**config.mk**
```make
export PLATFORM = sky130hd
export DESIGN_NAME = sbus_frame_receiver_core
export DESIGN_NICKNAME = d
export VERILOG_FILES = /design/src/rtl/sfr_pkg.sv /design/src/rtl/sfr_ctrl.sv /design/src/rtl/sfr_datapath.sv /design/src/rtl/sbus_frame_receiver_core.sv
export SDC_FILE = /design/constraint.sdc
export NUM_CORES = 1
export LEC_CHECK = 0
export BUFFER_PORTS_ARGS = -buffer_cell sky130_fd_sc_hd__clkbuf_2
export CAP_MARGIN = 20
export CORE_MARGIN = 2
export CORE_UTILIZATION = 65
export CTS_CLUSTER_DIAMETER = 30
export DETAILED_ROUTE_END_ITERATION = 10
export GPL_TIMING_DRIVEN = 0
export HOLD_SLACK_MARGIN = 0.08
export PLACE_DENSITY_LB_ADDON = 0.2
export SYNTH_ARGS = -nofsm -noshare
export SYNTH_HDL_FRONTEND = slang
export SYNTH_SLANG_ARGS = --single-unit
```
**constraint.sdc**
```tcl
create_clock -name clk -period 12.55 [get_ports clk]
set_input_delay 1.8825 -clock clk [delete_from_list [all_inputs] [get_ports clk]]
set_output_delay 1.8825 -clock clk [all_outputs]
set_load 0.02 [all_outputs]
```
**src/rtl/sfr_pkg.sv**
```systemverilog
// Shared constants, codes and controller/datapath interface types of the SBUS frame receiver.
`timescale 1ns / 1ps

package sfr_pkg;

    localparam int TICK_W        = 16;
    localparam int TIMEOUT_W     = 16;
    localparam int CMP_W         = (TICK_W > TIMEOUT_W) ? TICK_W : TIMEOUT_W;
    localparam int TIMEOUT_RESET = 10;

    localparam int DATA_BYTES    = 23;
    localparam int FRAME_W       = DATA_BYTES * 8;
    localparam int BYTE_CNT_W    = 5;
    localparam int CHAN_W        = 11;
    localparam int CHAN_IDX_W    = 5;
    localparam int NUM_PROP      = 16;

    localparam logic [7:0] SYNC_BYTE = 8'h0F;

    localparam logic [CHAN_IDX_W-1:0] CH_DIG0 = CHAN_IDX_W'(NUM_PROP);
    localparam logic [CHAN_IDX_W-1:0] CH_DIG1 = CHAN_IDX_W'(NUM_PROP + 1);

    localparam logic [1:0] KIND_BYTE     = 2'd0;
    localparam logic [1:0] KIND_UART_ERR = 2'd1;
    localparam logic [1:0] KIND_TICK     = 2'd2;

    typedef enum logic [1:0] {
        STS_DATA       = 2'd0,
        STS_BAD_HEADER = 2'd1,
        STS_UART_ERR   = 2'd2,
        STS_TIMEOUT    = 2'd3
    } status_t;

    typedef enum logic [1:0] {
        ST_HEAD = 2'd0,
        ST_DATA = 2'd1,
        ST_FOOT = 2'd2,
        ST_EMIT = 2'd3
    } state_t;

    typedef struct packed {
        logic    load_chan;
        logic    load_status;
        status_t status;
        logic    tick_inc;
        logic    tick_clr;
        logic    cnt_clr;
        logic    shift_in;
        logic    cap_flags;
    } cmd_t;

    typedef struct packed {
        logic out_free;
        logic data_done;
        logic tick_expire;
        logic sync_hit;
        logic chan_last;
    } stat_t;

endpackage

```
**src/rtl/sfr_ctrl.sv**
```systemverilog
// Controller state machine: frame phase tracking and command generation.
`timescale 1ns / 1ps

module sfr_ctrl
    import sfr_pkg::*;
(
    input  logic       clk,
    input  logic       rst_n,
    input  logic       in_valid,
    output logic       in_stall,
    input  logic [1:0] kind,
    input  stat_t      stat,
    output cmd_t       cmd
);

    state_t state_reg;
    state_t state_next;
    logic   accept;

    always_ff @(posedge clk or negedge rst_n)
    begin
        if (!rst_n)
        begin
            state_reg <= ST_HEAD;
        end
        else
        begin
            state_reg <= state_next;
        end
    end

    always_comb
    begin
        state_next = state_reg;
        cmd        = '0;
        cmd.status = STS_DATA;
        in_stall   = (state_reg == ST_EMIT) || !stat.out_free;
        accept     = in_valid && !in_stall;

        priority if (state_reg == ST_EMIT)
        begin
            // One channel word per free output slot until the last one is sent.
            if (stat.out_free)
            begin
                cmd.load_chan = 1'b1;
                if (stat.chan_last)
                begin
                    state_next = ST_HEAD;
                end
            end
        end
        else if (accept)
        begin
            unique case (kind)
                KIND_UART_ERR:
                begin
                    cmd.load_status = 1'b1;
                    cmd.status      = STS_UART_ERR;
                    cmd.tick_clr    = 1'b1;
                    cmd.cnt_clr     = 1'b1;
                    state_next      = ST_HEAD;
                end
                KIND_TICK:
                begin
                    if (stat.tick_expire)
                    begin
                        cmd.load_status = 1'b1;
                        cmd.status      = STS_TIMEOUT;
                        cmd.tick_clr    = 1'b1;
                        cmd.cnt_clr     = 1'b1;
                        state_next      = ST_HEAD;
                    end
                    else
                    begin
                        cmd.tick_inc = 1'b1;
                    end
                end
                KIND_BYTE:
                begin
                    unique case (state_reg)
                        ST_DATA:
                        begin
                            cmd.shift_in = 1'b1;
                            if (stat.data_done)
                            begin
                                cmd.tick_clr = 1'b1;
                                state_next   = ST_FOOT;
                            end
                        end
                        ST_FOOT:
                        begin
                            cmd.cap_flags = 1'b1;
                            cmd.tick_clr  = 1'b1;
                            cmd.cnt_clr   = 1'b1;
                            state_next    = ST_EMIT;
                        end
                        default:
                        begin
                            cmd.tick_clr = 1'b1;
                            cmd.cnt_clr  = 1'b1;
                            if (stat.sync_hit)
                            begin
                                state_next = ST_DATA;
                            end
                            else
                            begin
                                cmd.load_status = 1'b1;
                                cmd.status      = STS_BAD_HEADER;
                                state_next      = ST_HEAD;
                            end
                        end
                    endcase
                end
                default:
                begin
                    // Unknown kind: no effect.
                end
            endcase
        end
        else
        begin
            // Nothing taken this cycle.
        end
    end

endmodule

```
**src/rtl/sfr_datapath.sv**
```systemverilog
// Datapath: timeout register, tick and byte counters, frame shift line and result register.
`timescale 1ns / 1ps

module sfr_datapath
    import sfr_pkg::*;
(
    input  logic                  clk,
    input  logic                  rst_n,
    input  logic                  cfg_valid,
    input  logic [TIMEOUT_W-1:0]  timeout_ticks,
    input  logic [7:0]            rx_byte,
    input  cmd_t                  cmd,
    output stat_t                 stat,
    output logic                  out_valid,
    input  logic                  out_stall,
    output logic [1:0]            status,
    output logic [CHAN_IDX_W-1:0] channel_index,
    output logic [CHAN_W-1:0]     channel_value,
    output logic                  frame_drop,
    output logic                  failsafe,
    output logic                  last
);

    localparam logic [TICK_W-1:0] TICK_MAX = '1;

    logic [TIMEOUT_W-1:0]  timeout_reg;
    logic [TICK_W-1:0]     tick_reg;
    logic [TICK_W-1:0]     tick_sat;
    logic [BYTE_CNT_W-1:0] byte_cnt_reg;
    logic [CHAN_IDX_W-1:0] chan_reg;
    logic [FRAME_W-1:0]    frame_reg;
    logic [7:0]            flags_reg;

    logic                  out_valid_reg;
    logic [1:0]            status_reg;
    logic [CHAN_IDX_W-1:0] index_reg;
    logic [CHAN_W-1:0]     value_reg;
    logic                  lost_reg;
    logic                  fs_reg;
    logic                  last_reg;
    logic [CHAN_W-1:0]     chan_value;

    assign tick_sat = (tick_reg == TICK_MAX) ? tick_reg : tick_reg + 1'b1;

    assign stat.out_free    = !out_valid_reg || !out_stall;
    assign stat.data_done   = (byte_cnt_reg == BYTE_CNT_W'(DATA_BYTES - 1));
    assign stat.tick_expire = (CMP_W'(tick_sat) >= CMP_W'(timeout_reg));
    assign stat.sync_hit    = (rx_byte == SYNC_BYTE);
    assign stat.chan_last   = (chan_reg == CH_DIG1);

    always_comb
    begin
        priority if (chan_reg < CH_DIG0)
        begin
            chan_value = frame_reg[CHAN_W-1:0];
        end
        else if (chan_reg == CH_DIG0)
        begin
            chan_value = CHAN_W'(flags_reg[0]);
        end
        else
        begin
            chan_value = CHAN_W'(flags_reg[1]);
        end
    end

    always_ff @(posedge clk or negedge rst_n)
    begin
        if (!rst_n)
        begin
            timeout_reg   <= TIMEOUT_W'(TIMEOUT_RESET);
            tick_reg      <= '0;
            byte_cnt_reg  <= '0;
            chan_reg      <= '0;
            out_valid_reg <= 1'b0;
        end
        else
        begin
            if (cfg_valid)
            begin
                timeout_reg <= timeout_ticks;
            end

            if (cmd.tick_clr)
            begin
                tick_reg <= '0;
            end
            else if (cmd.tick_inc)
            begin
                tick_reg <= tick_sat;
            end

            if (cmd.cnt_clr)
            begin
                byte_cnt_reg <= '0;
            end
            else if (cmd.shift_in)
            begin
                byte_cnt_reg <= byte_cnt_reg + 1'b1;
            end

            if (cmd.cap_flags)
            begin
                chan_reg <= '0;
            end
            else if (cmd.load_chan)
            begin
                chan_reg <= chan_reg + 1'b1;
            end

            if (cmd.load_chan || cmd.load_status)
            begin
                out_valid_reg <= 1'b1;
            end
            else if (!out_stall)
            begin
                out_valid_reg <= 1'b0;
            end
        end
    end

    // Payload registers carry no reset.
    always_ff @(posedge clk)
    begin
        if (cmd.shift_in)
        begin
            frame_reg <= {rx_byte, frame_reg[FRAME_W-1:8]};
        end
        else if (cmd.load_chan && (chan_reg < CH_DIG0))
        begin
            frame_reg <= frame_reg >> CHAN_W;
        end

        if (cmd.cap_flags)
        begin
            flags_reg <= frame_reg[FRAME_W-1 -: 8];
        end

        if (cmd.load_chan)
        begin
            status_reg <= STS_DATA;
            index_reg  <= chan_reg;
            value_reg  <= chan_value;
            lost_reg   <= flags_reg[2];
            fs_reg     <= flags_reg[3];
            last_reg   <= (chan_reg == CH_DIG1);
        end
        else if (cmd.load_status)
        begin
            status_reg <= cmd.status;
            index_reg  <= '0;
            value_reg  <= '0;
            lost_reg   <= 1'b0;
            fs_reg     <= 1'b0;
            last_reg   <= 1'b1;
        end
    end

    assign out_valid     = out_valid_reg;
    assign status        = status_reg;
    assign channel_index = index_reg;
    assign channel_value = value_reg;
    assign frame_drop    = lost_reg;
    assign failsafe      = fs_reg;
    assign last          = last_reg;

endmodule

```
**src/rtl/sbus_frame_receiver_core.sv**
```systemverilog
// Top level of the SBUS frame receiver: controller and datapath joined by commands and status.
`timescale 1ns / 1ps

// The input channel (in_valid, in_stall, kind, rx_byte) carries one word per received
// UART byte, UART error event or time tick. A word is taken on a rising edge with
// in_valid high and in_stall low. Bytes, errors and ticks are taken at one per cycle while
// no channel burst runs and the result register is free or being emptied in the same cycle.
// The output channel (out_valid, out_stall and the result fields) presents each result
// from a register, so a status result (bad header, UART error, timeout) appears in the
// cycle after the word that caused it. The footer byte starts a burst of 18 channel
// words, the first registered after the controller has entered its emit state and then
// one per cycle while out_stall is low; the input is stalled for the burst. The
// burst runs one channel a cycle because the datapath shifts the collected frame right
// by eleven bits per channel.
// When the receiver holds out_stall the result stays put and no further input word is
// taken until the result register can be refilled.
// The configuration channel (cfg_valid, cfg_ready, timeout_ticks) is always ready and
// should only be written while the block is idle.
// Reset returns the block to header search with the counters cleared and the timeout
// set to ten ticks; no result is pending after reset.

module sbus_frame_receiver_core
    import sfr_pkg::*;
(
    input  logic                  clk,
    input  logic                  rst_n,
    input  logic                  in_valid,
    output logic                  in_stall,
    input  logic [1:0]            kind,
    input  logic [7:0]            rx_byte,
    output logic                  out_valid,
    input  logic                  out_stall,
    output logic [1:0]            status,
    output logic [CHAN_IDX_W-1:0] channel_index,
    output logic [CHAN_W-1:0]     channel_value,
    output logic                  frame_drop,
    output logic                  failsafe,
    output logic                  last,
    input  logic                  cfg_valid,
    output logic                  cfg_ready,
    input  logic [TIMEOUT_W-1:0]  timeout_ticks
);

    cmd_t  cmd;
    stat_t stat;

    // The timeout register accepts a write in every cycle.
    assign cfg_ready = 1'b1;

    sfr_ctrl u_ctrl (
        .clk      (clk),
        .rst_n    (rst_n),
        .in_valid (in_valid),
        .in_stall (in_stall),
        .kind     (kind),
        .stat     (stat),
        .cmd      (cmd)
    );

    sfr_datapath u_datapath (
        .clk           (clk),
        .rst_n         (rst_n),
        .cfg_valid     (cfg_valid),
        .timeout_ticks (timeout_ticks),
        .rx_byte       (rx_byte),
        .cmd           (cmd),
        .stat          (stat),
        .out_valid     (out_valid),
        .out_stall     (out_stall),
        .status        (status),
        .channel_index (channel_index),
        .channel_value (channel_value),
        .frame_drop    (frame_drop),
        .failsafe      (failsafe),
        .last          (last)
    );

endmodule

```
==> metrics.md, run 1 <==
| Metric | Value |
|---|---|
| Outcome | finished, final reports clean |
| DP HPWL | 13.9 mm |
| Die area | 0.0188 mm^2 |
| CP top delay family | simple AND/OR/NAND/NOR gates |
| Setup_tns | 0 ns |
| Number of buffers created by CTS | 45 |
| Critical Path Stages | 13 |
| Worst Setup Start Kind | flip-flop |
| IO Pins | 55 |
| Max reg flops | 184 |
| Die Height | 137 um |
| Core area | 0.0174 mm^2 |
| Initial drt markers | 384 |
| Hold Crit Class | flip-flop to flip-flop |
| Sequential area share after synthesis | 64.0% |
| Clock transition at path regs | 0.05 ns |
| Clock tree root buffer cell | clkbuf_16 |
| Adder-cell area share of the yosys netlist | 3.03% |
| Gr usage total | 24.2% |
| Largest area contributor in the netlist | edfxtp_1 |
| Commonest non-fill, non-tap cell in the layout | edfxtp_1 |
| Largest net degree at the start of global routing | 54 |
| Warnings, synthesis | 0 |
| DR vias/cell | 5.85 |
| # diodes | 0 |
| Share of cells above drive strength 1 | 36.1% |
| P per Cell Area | 154 mW/mm^2 |
| H-tree levels | 2 |
| Async set-reset flop share out of synthesis | 17.7% |
| Max transition margin | 32.9% |
| 1st-pass router iterations | 5 |
| Critical Path AT | 5.00 ns |
| Vias | 6693 |
| Syn_nets | 839 |
| Mapped Area | 0.0115 mm^2 |
| Worst Setup EP | u_datapath.channel_index[0] |
| Largest stage delay, worst path | 0.74 ns |
| Final GP Congestion | 0.879 |
| Synth top area share | 53.8% |
| # hold bufs at CTS | 0 |
| Top cells by area, synth | edfxtp_1 54%, mux2_2 17%, dfrtp_1 9.3%, ha_1 3.0%, nand2_1 1.6% |
| Clk_skew | 0.0207 ns |
| First-pass GRT wire length | 35.1 mm |
| Worst skew pair latency | 0.52 ns |
| Final Hold Viols | 0 |
| MaxCap Viol Count | 0 |
| Worst EP required | 12.57 ns |
| Multiplexer share of the synthesized area | 18.0% |
| Worst R2R Start | u_datapath.tick_reg[4] |
| Buffers and inverters on the worst path | 0 |
| CP Class | flip-flop to flip-flop |
| DRC | 0 |
| VDD IR-drop max | 0.142 mV |
| Worst Reg2Reg Path Length in Cells | 13 |
| Compound-gate portion of the synthesized area | 4.32% |
| Crit share post-route | 39.7% |
| Bufs on Longest Clock Path | 3 |
| Worst slew pin tran | 1.00 ns |
| Layout area overhead | 17.8% |
| Clk sinks | 254 |
| #FFs+latches synth | 254 |
| Final WL | 21.9 mm |
| Unique cell type count in the Yosys netlist | 54 |
| Crit path max-delay cell type | nor4b_1 |
| Synth Area in Simple Gates | 7.25% |
| P_leak | 4.88 nW |
| Crit. End Element | flip-flop |
| Worst reg-to-reg setup slack | 7.56 ns |
| RR Endpoint | u_datapath.channel_index[0] |
| WL/cell | 19.1 um |
| Crit path max fanout | 19 |
| Final setup viols | 0 |
| Worst Setup SP | u_datapath.tick_reg[4] |
| Fin crit period | 4.99 ns |
| # Post-CTS Setup Buffers | 0 |
| Synth Area in XOR/XNOR | 1.21% |
| Top achievable clock speed | 201 MHz |
| Overflow after GRT | 0 |
| Die outline width | 137 um |
| Initial core utilization | 66.5% |
| Port bufs | 53 |
| Vias in the first global route | 7099 |
| Final design utilization | 78.4% |
| Most frequent cells in the layout | 207 x edfxtp_1, 179 x mux2_2, 54 x clkbuf_2, 49 x nand2_1, 45 x clkbuf_16 |
| Crit-path cells | nand4_2 -> nor4b_1 -> nand2_1 -> nor2_1 -> nor2_1 -> a31oi_1 -> ha_1 -> nand4_1 -> nor3_1 -> or3_1 -> o31ai_2 -> a31o_2 -> nand2_1 |
| Slew Limit Fails | 0 |
| DRT antenna net count | 0 |
| RSZ-0062 raised after global routing | false |
| Cells after Synth | 780 |
| Rows | 48 |
| Post-synth EDFFs | 207 |
| Combinational family with the most area after synthesis | multiplexers |
| Final #Nets | 943 |
| TritonCTS clock tree | built |
| Initial antenna violation count | 0 |
| Post-CTS sizing | 0 |
| Top FF cell, synth | edfxtp_1 |
| Mean Syn Cell Area | 14.8 um^2 |
[worst min path at each step]
stage                                          from                 endpoint  slack [ns]  depth (start not counted)
final                     u_datapath.frame_reg[176]  u_datapath.flags_reg[0]        0.49                          0
after floorplan           u_datapath.frame_reg[176]  u_datapath.flags_reg[0]        0.44                          0
after global placement    u_datapath.frame_reg[176]  u_datapath.flags_reg[0]        0.47                          0
after detailed placement  u_datapath.frame_reg[176]  u_datapath.flags_reg[0]        0.48                          0
after global routing      u_datapath.frame_reg[176]  u_datapath.flags_reg[0]        0.51                          0
after CTS                 u_datapath.frame_reg[176]  u_datapath.flags_reg[0]        0.48                          0
[through the flow]
step	worst slack [ns]	cell area, um^2	hold WS (ns)	std cells	total power, mW
after floorplan	6.56	11500	0.440	780	0.974
after global placement	5.32	12100	0.471	1058	0.995
after detailed placement	7.49	12200	0.477	1061	0.998
after CTS	7.64	13600	0.481	1143	2.11
after global routing	7.12	13600	0.509	1144	2.16
final	7.56	13600	0.487	1144	2.09
[cell usage after synthesis (all sizes together), types with 2 or more instances]
master	n
edfxtp	207
mux2	179
nand2	49
dfrtp	43
nor2	30
ha	28
inv	28
clkbuf	27
and2	24
o21ai	24
a21oi	19
nand3	12
xnor2	12
or3	10
and3	8
nand4	8
nor3	7
buf	6
mux2i	6
o211ai	5
o21a	4
xor2	4
a31o	3
a31oi	3
nand2b	3
o31ai	3
or2	3
a2111oi	2
a211oi	2
and4	2
dfstp	2
dfxtp	2
nor4	2
or4	2
[power breakdown]
group	switching (mW)	internal, mW
sequential	0.00584	0.914
combinational	0.0395	0.0252
clock	0.402	0.708
[cell families (layout without fill, tap and decap cells)]
group | Yosys count | after routing
flops | 254 | 254
mux | 185 | 185
simple gates | 164 | 164
compound gates | 71 | 71
buf+inv | 61 | 200
fa+ha+maj | 28 | 28
xor+xnor | 16 | 16
other cells | 1 | 1
[cell type report]
cell class | count | area [um^2]
flip-flops and latches | 254 | 7380
inverters | 28 | 105
well taps | 225 | 282
clock inverters | 28 | 234
fillers | 942 | 3760
repair buffers | 57 | 368
multi-input cells | 465 | 3910
clock buffers | 54 | 1170
plain buffers | 33 | 148
[metal layers]
layer  up-vias  GRT usage, %  share of wire, %
met4         0          8.76               2.4
met3        43          5.63               6.2
met5         -             0                 0
met1      3296          29.6                39
li1       3142             -                 -
met2       212          42.1                52
(Power assumes the default switching activity.)
==> run 2: changes to the inputs <==
ABC_AREA = 1   (was not set)
CORE_UTILIZATION = 56   (was 65)
clock period = 4.25 ns   (was 12.55 ns; I/O delays follow)
==> metrics.md, run 2 <==
| Metric | Value |
|---|---|
| Worst Setup Start Kind | flip-flop |
| CP top delay family | simple AND/OR/NAND/NOR gates |
| Initial antenna violation count | 0 (unchanged) |
| P_leak | 6.50 nW (+33%) |
| Final GP Congestion | 0.827 (-5.9%) |
| First-pass GRT wire length | 38.5 mm (+9.6%) |
| Crit. End Element | flip-flop |
| H-tree levels | 2 (unchanged) |
| DRC | 0 (unchanged) |
| Top cells by area, synth | edfxtp_1 53%, nand2_1 20%, dfrtp_1 9.1%, ha_1 3.0%, inv_1 2.9% |
| Port bufs | 53 (unchanged) |
| WHS | 0.0801 ns (-0.407 ns) |
| Post-CTS sizing | 0 (unchanged) |
| TritonCTS clock tree | built |
| Synth Area in Simple Gates | 25.4% (+18 points) |
| Unique cell type count in the Yosys netlist | 43 (-20%) |
| Synth Area in XOR/XNOR | 0.519% (-0.70 points) |
| MaxCap Viol Count | 0 (unchanged) |
| IO Pins | 55 (unchanged) |
| # Post-CTS Setup Buffers | 0 (unchanged) |
| Multiplexer share of the synthesized area | 0.0953% (-18 points) |
| Clock tree root buffer cell | clkbuf_16 |
| Final design utilization | 68.2% (-10 points) |
| Async set-reset flop share out of synthesis | 17.7% (unchanged) |
| Clock transition at path regs | 0.05 ns (about the same) |
| WL/cell | 13.7 um (-29%) |
| 1st-pass router iterations | 5 (unchanged) |
| Clk_skew | 0.0199 ns (-0.000765 ns) |
| # hold bufs at CTS | 0 (unchanged) |
| Syn_nets | 1315 (+57%) |
| Warnings, synthesis | 0 (unchanged) |
| DRT antenna net count | 0 (unchanged) |
| Max transition margin | 50.9% (+18 points) |
| Final #Nets | 1420 (+51%) |
| Largest stage delay, worst path | 0.58 ns (-0.16 ns) |
| CP Class | flip-flop to flip-flop |
| Overflow after GRT | 0 (unchanged) |
| Die outline width | 149 um (+8.8%) |
| Final Hold Viols | 0 (unchanged) |
| Crit path max-delay cell type | nand2_1 |
| DP HPWL | 15.0 mm (+7.7%) |
| Hold Crit Class | primary input to asynchronous set/reset pin |
| P per Cell Area | 508 mW/mm^2 (+230%) |
| Post-synth EDFFs | 207 (unchanged) |
| DR vias/cell | 5.01 (-14%) |
| Number of buffers created by CTS | 48 (+6.7%) |
| Crit path max fanout | 19 (unchanged) |
| RSZ-0062 raised after global routing | false |
| # diodes | 0 (unchanged) |
| Rows | 53 (+10%) |
| Slew Limit Fails | 0 (unchanged) |
| Initial core utilization | 56.6% (-9.9 points) |
| Top achievable clock speed | 284 MHz (+41%) |
| CP most frequent cell | nand2_1 |
| Most frequent cells in the layout | 619 x nand2_1, 207 x edfxtp_1, 92 x inv_1, 59 x nor2_1, 53 x clkbuf_2 |
| Worst skew pair latency | 0.54 ns (+0.02 ns) |
| Die Height | 149 um (+8.8%) |
| Initial drt markers | 536 (+40%) |
| #FFs+latches synth | 254 (unchanged) |
| Top FF cell, synth | edfxtp_1 |
| Outcome | finished, final reports clean |
| Buffers and inverters on the worst path | 1 (+1) |
| VDD IR-drop max | 0.434 mV (+210%) |
| Compound-gate portion of the synthesized area | 3.26% (-1.1 points) |
| Most common cell in the netlist | nand2_1 |
| Synth top area share | 52.6% (-1.3 points) |
| Fin crit period | 3.53 ns (-1.46 ns) |
| Largest net degree at the start of global routing | 130 (+140%) |
| Crit share post-route | 83.0% (+43 points) |
| Largest area contributor in the netlist | edfxtp_1 |
| Max reg flops | 184 (unchanged) |
| Vias | 8391 (+25%) |
| Vias in the first global route | 8261 (+16%) |
| Worst EP required | 4.41 ns (-8.16 ns) |
| Final WL | 22.9 mm (+4.7%) |
| Final setup viols | 0 (unchanged) |
| Critical Path AT | 3.69 ns (-1.31 ns) |
| Crit-path cells | ha_1 -> nand2_2 -> nor2_4 -> nand2_2 -> nor2_8 -> inv_2 -> nor2_2 -> nor2_2 -> ha_1 -> nand2_1 -> nand2_1 -> nand2_1 -> nand2_1 -> nand2_1 -> nand2_1 -> nand2_1 -> nand2_2 -> nand2_2 -> nand3_1 -> nand2_1 -> nand2_1 |
| Die area | 0.0223 mm^2 (+18%) |
| Mean Syn Cell Area | 9.41 um^2 (-36%) |
| Synth top cells by count | 620 x nand2_1, 207 x edfxtp_1, 92 x inv_1 |
| Gr usage total | 21.5% (-2.7 points) |
| Share of cells above drive strength 1 | 15.6% (-21 points) |
| Adder-cell area share of the yosys netlist | 2.96% (-0.071 points) |
| Worst slew pin tran | 0.734 ns (-0.270 ns) |
| Bufs on Longest Clock Path | 3 (unchanged) |
| Sequential area share after synthesis | 62.5% (-1.5 points) |
| Clk sinks | 254 (unchanged) |
| Mapped Area | 0.0118 mm^2 (+2.4%) |
| Commonest non-fill, non-tap cell in the layout | nand2_1 |
| Combinational family with the most area after synthesis | simple AND/OR/NAND/NOR gates |
| Core area | 0.0209 mm^2 (+20%) |
| Cells after Synth | 1256 (+61%) |
| Layout area overhead | 20.5% |
==> run 2: logic make-up after synthesis <==
family	Yosys count
other	1
adder cells (fa/ha/maj)	28
multiplexers	1
AO/OA/AOI/OAI	72
flip-flops	254
AND/OR/NAND/NOR	742
XOR/XNOR	7
buffers and inverters	151
==> run 2: routing by layer <==
metal | track usage [%] | routed length [um]
met5 | 0 | 0
met4 | 7.52 | 581
met3 | 4.22 | 1180
met2 | 36.5 | 11200
met1 | 27.8 | 9920
==> run 2: per-stage QoR <==
stage / area, um^2 / total power, mW / setup TNS (ns) / cells / setup WS (ns)
6_report: 14200 / 7.24 / 0 / 1676 / 0.724
5_1_grt: 14200 / 7.49 / 0 / 1676 / 0.297
4_1_cts: 14200 / 7.29 / 0 / 1676 / 0.714
3_5_place_dp: 12500 / 3.23 / 0 / 1586 / 0.659
3_3_place_gp: 12400 / 3.21 / -25.65 / 1584 / -0.155
2_1_floorplan: 11800 / 3.11 / 0 / 1256 / 0.820
==> run 2: area by class of cell <==
type,count,area (um^2)
Buffer,50,243
Sequential cell,254,7380
Clock buffer,50,1220
Timing Repair Buffer,55,313
Inverter,101,384
Clock inverter,40,532
Multi-Input combinational cell,851,3830
Fill cell,1597,6640
Tap cell,275,344
==> run 2: worst register-to-register path: cells and delay by family, from the launching register on <==
kind | cells | cell delay [ns]
adders and majority gates | 2 | 0.50
DFF | 1 | 0.41
buffers and inverters | 1 | 0.10
and+or+nand+nor | 18 | 2.13
==> run 2: worst paths after layout <==
check	from	endpoint	slack [ns]	cells after the start
min in group clk	timeout_ticks[8]	u_datapath.timeout_reg[8]	0.31	3
setup / recovery	u_datapath.tick_reg[0]	u_datapath.channel_index[0]	0.72	21
max in group asynchronous	rst_n	u_datapath.byte_cnt_reg[3]	3.63	2
hold / removal	rst_n	u_datapath.timeout_reg[12]	0.08	1
setup reg to reg	u_datapath.tick_reg[0]	u_datapath.channel_index[0]	0.72	21
hold reg to reg	u_datapath.status[1]	u_datapath.status[1]	0.49	2
==> run 2: report_power, final <==
group,switching [mW],internal (mW)
clock network,1.33,2.72
logic,0.256,0.147
registers,0.0553,2.73
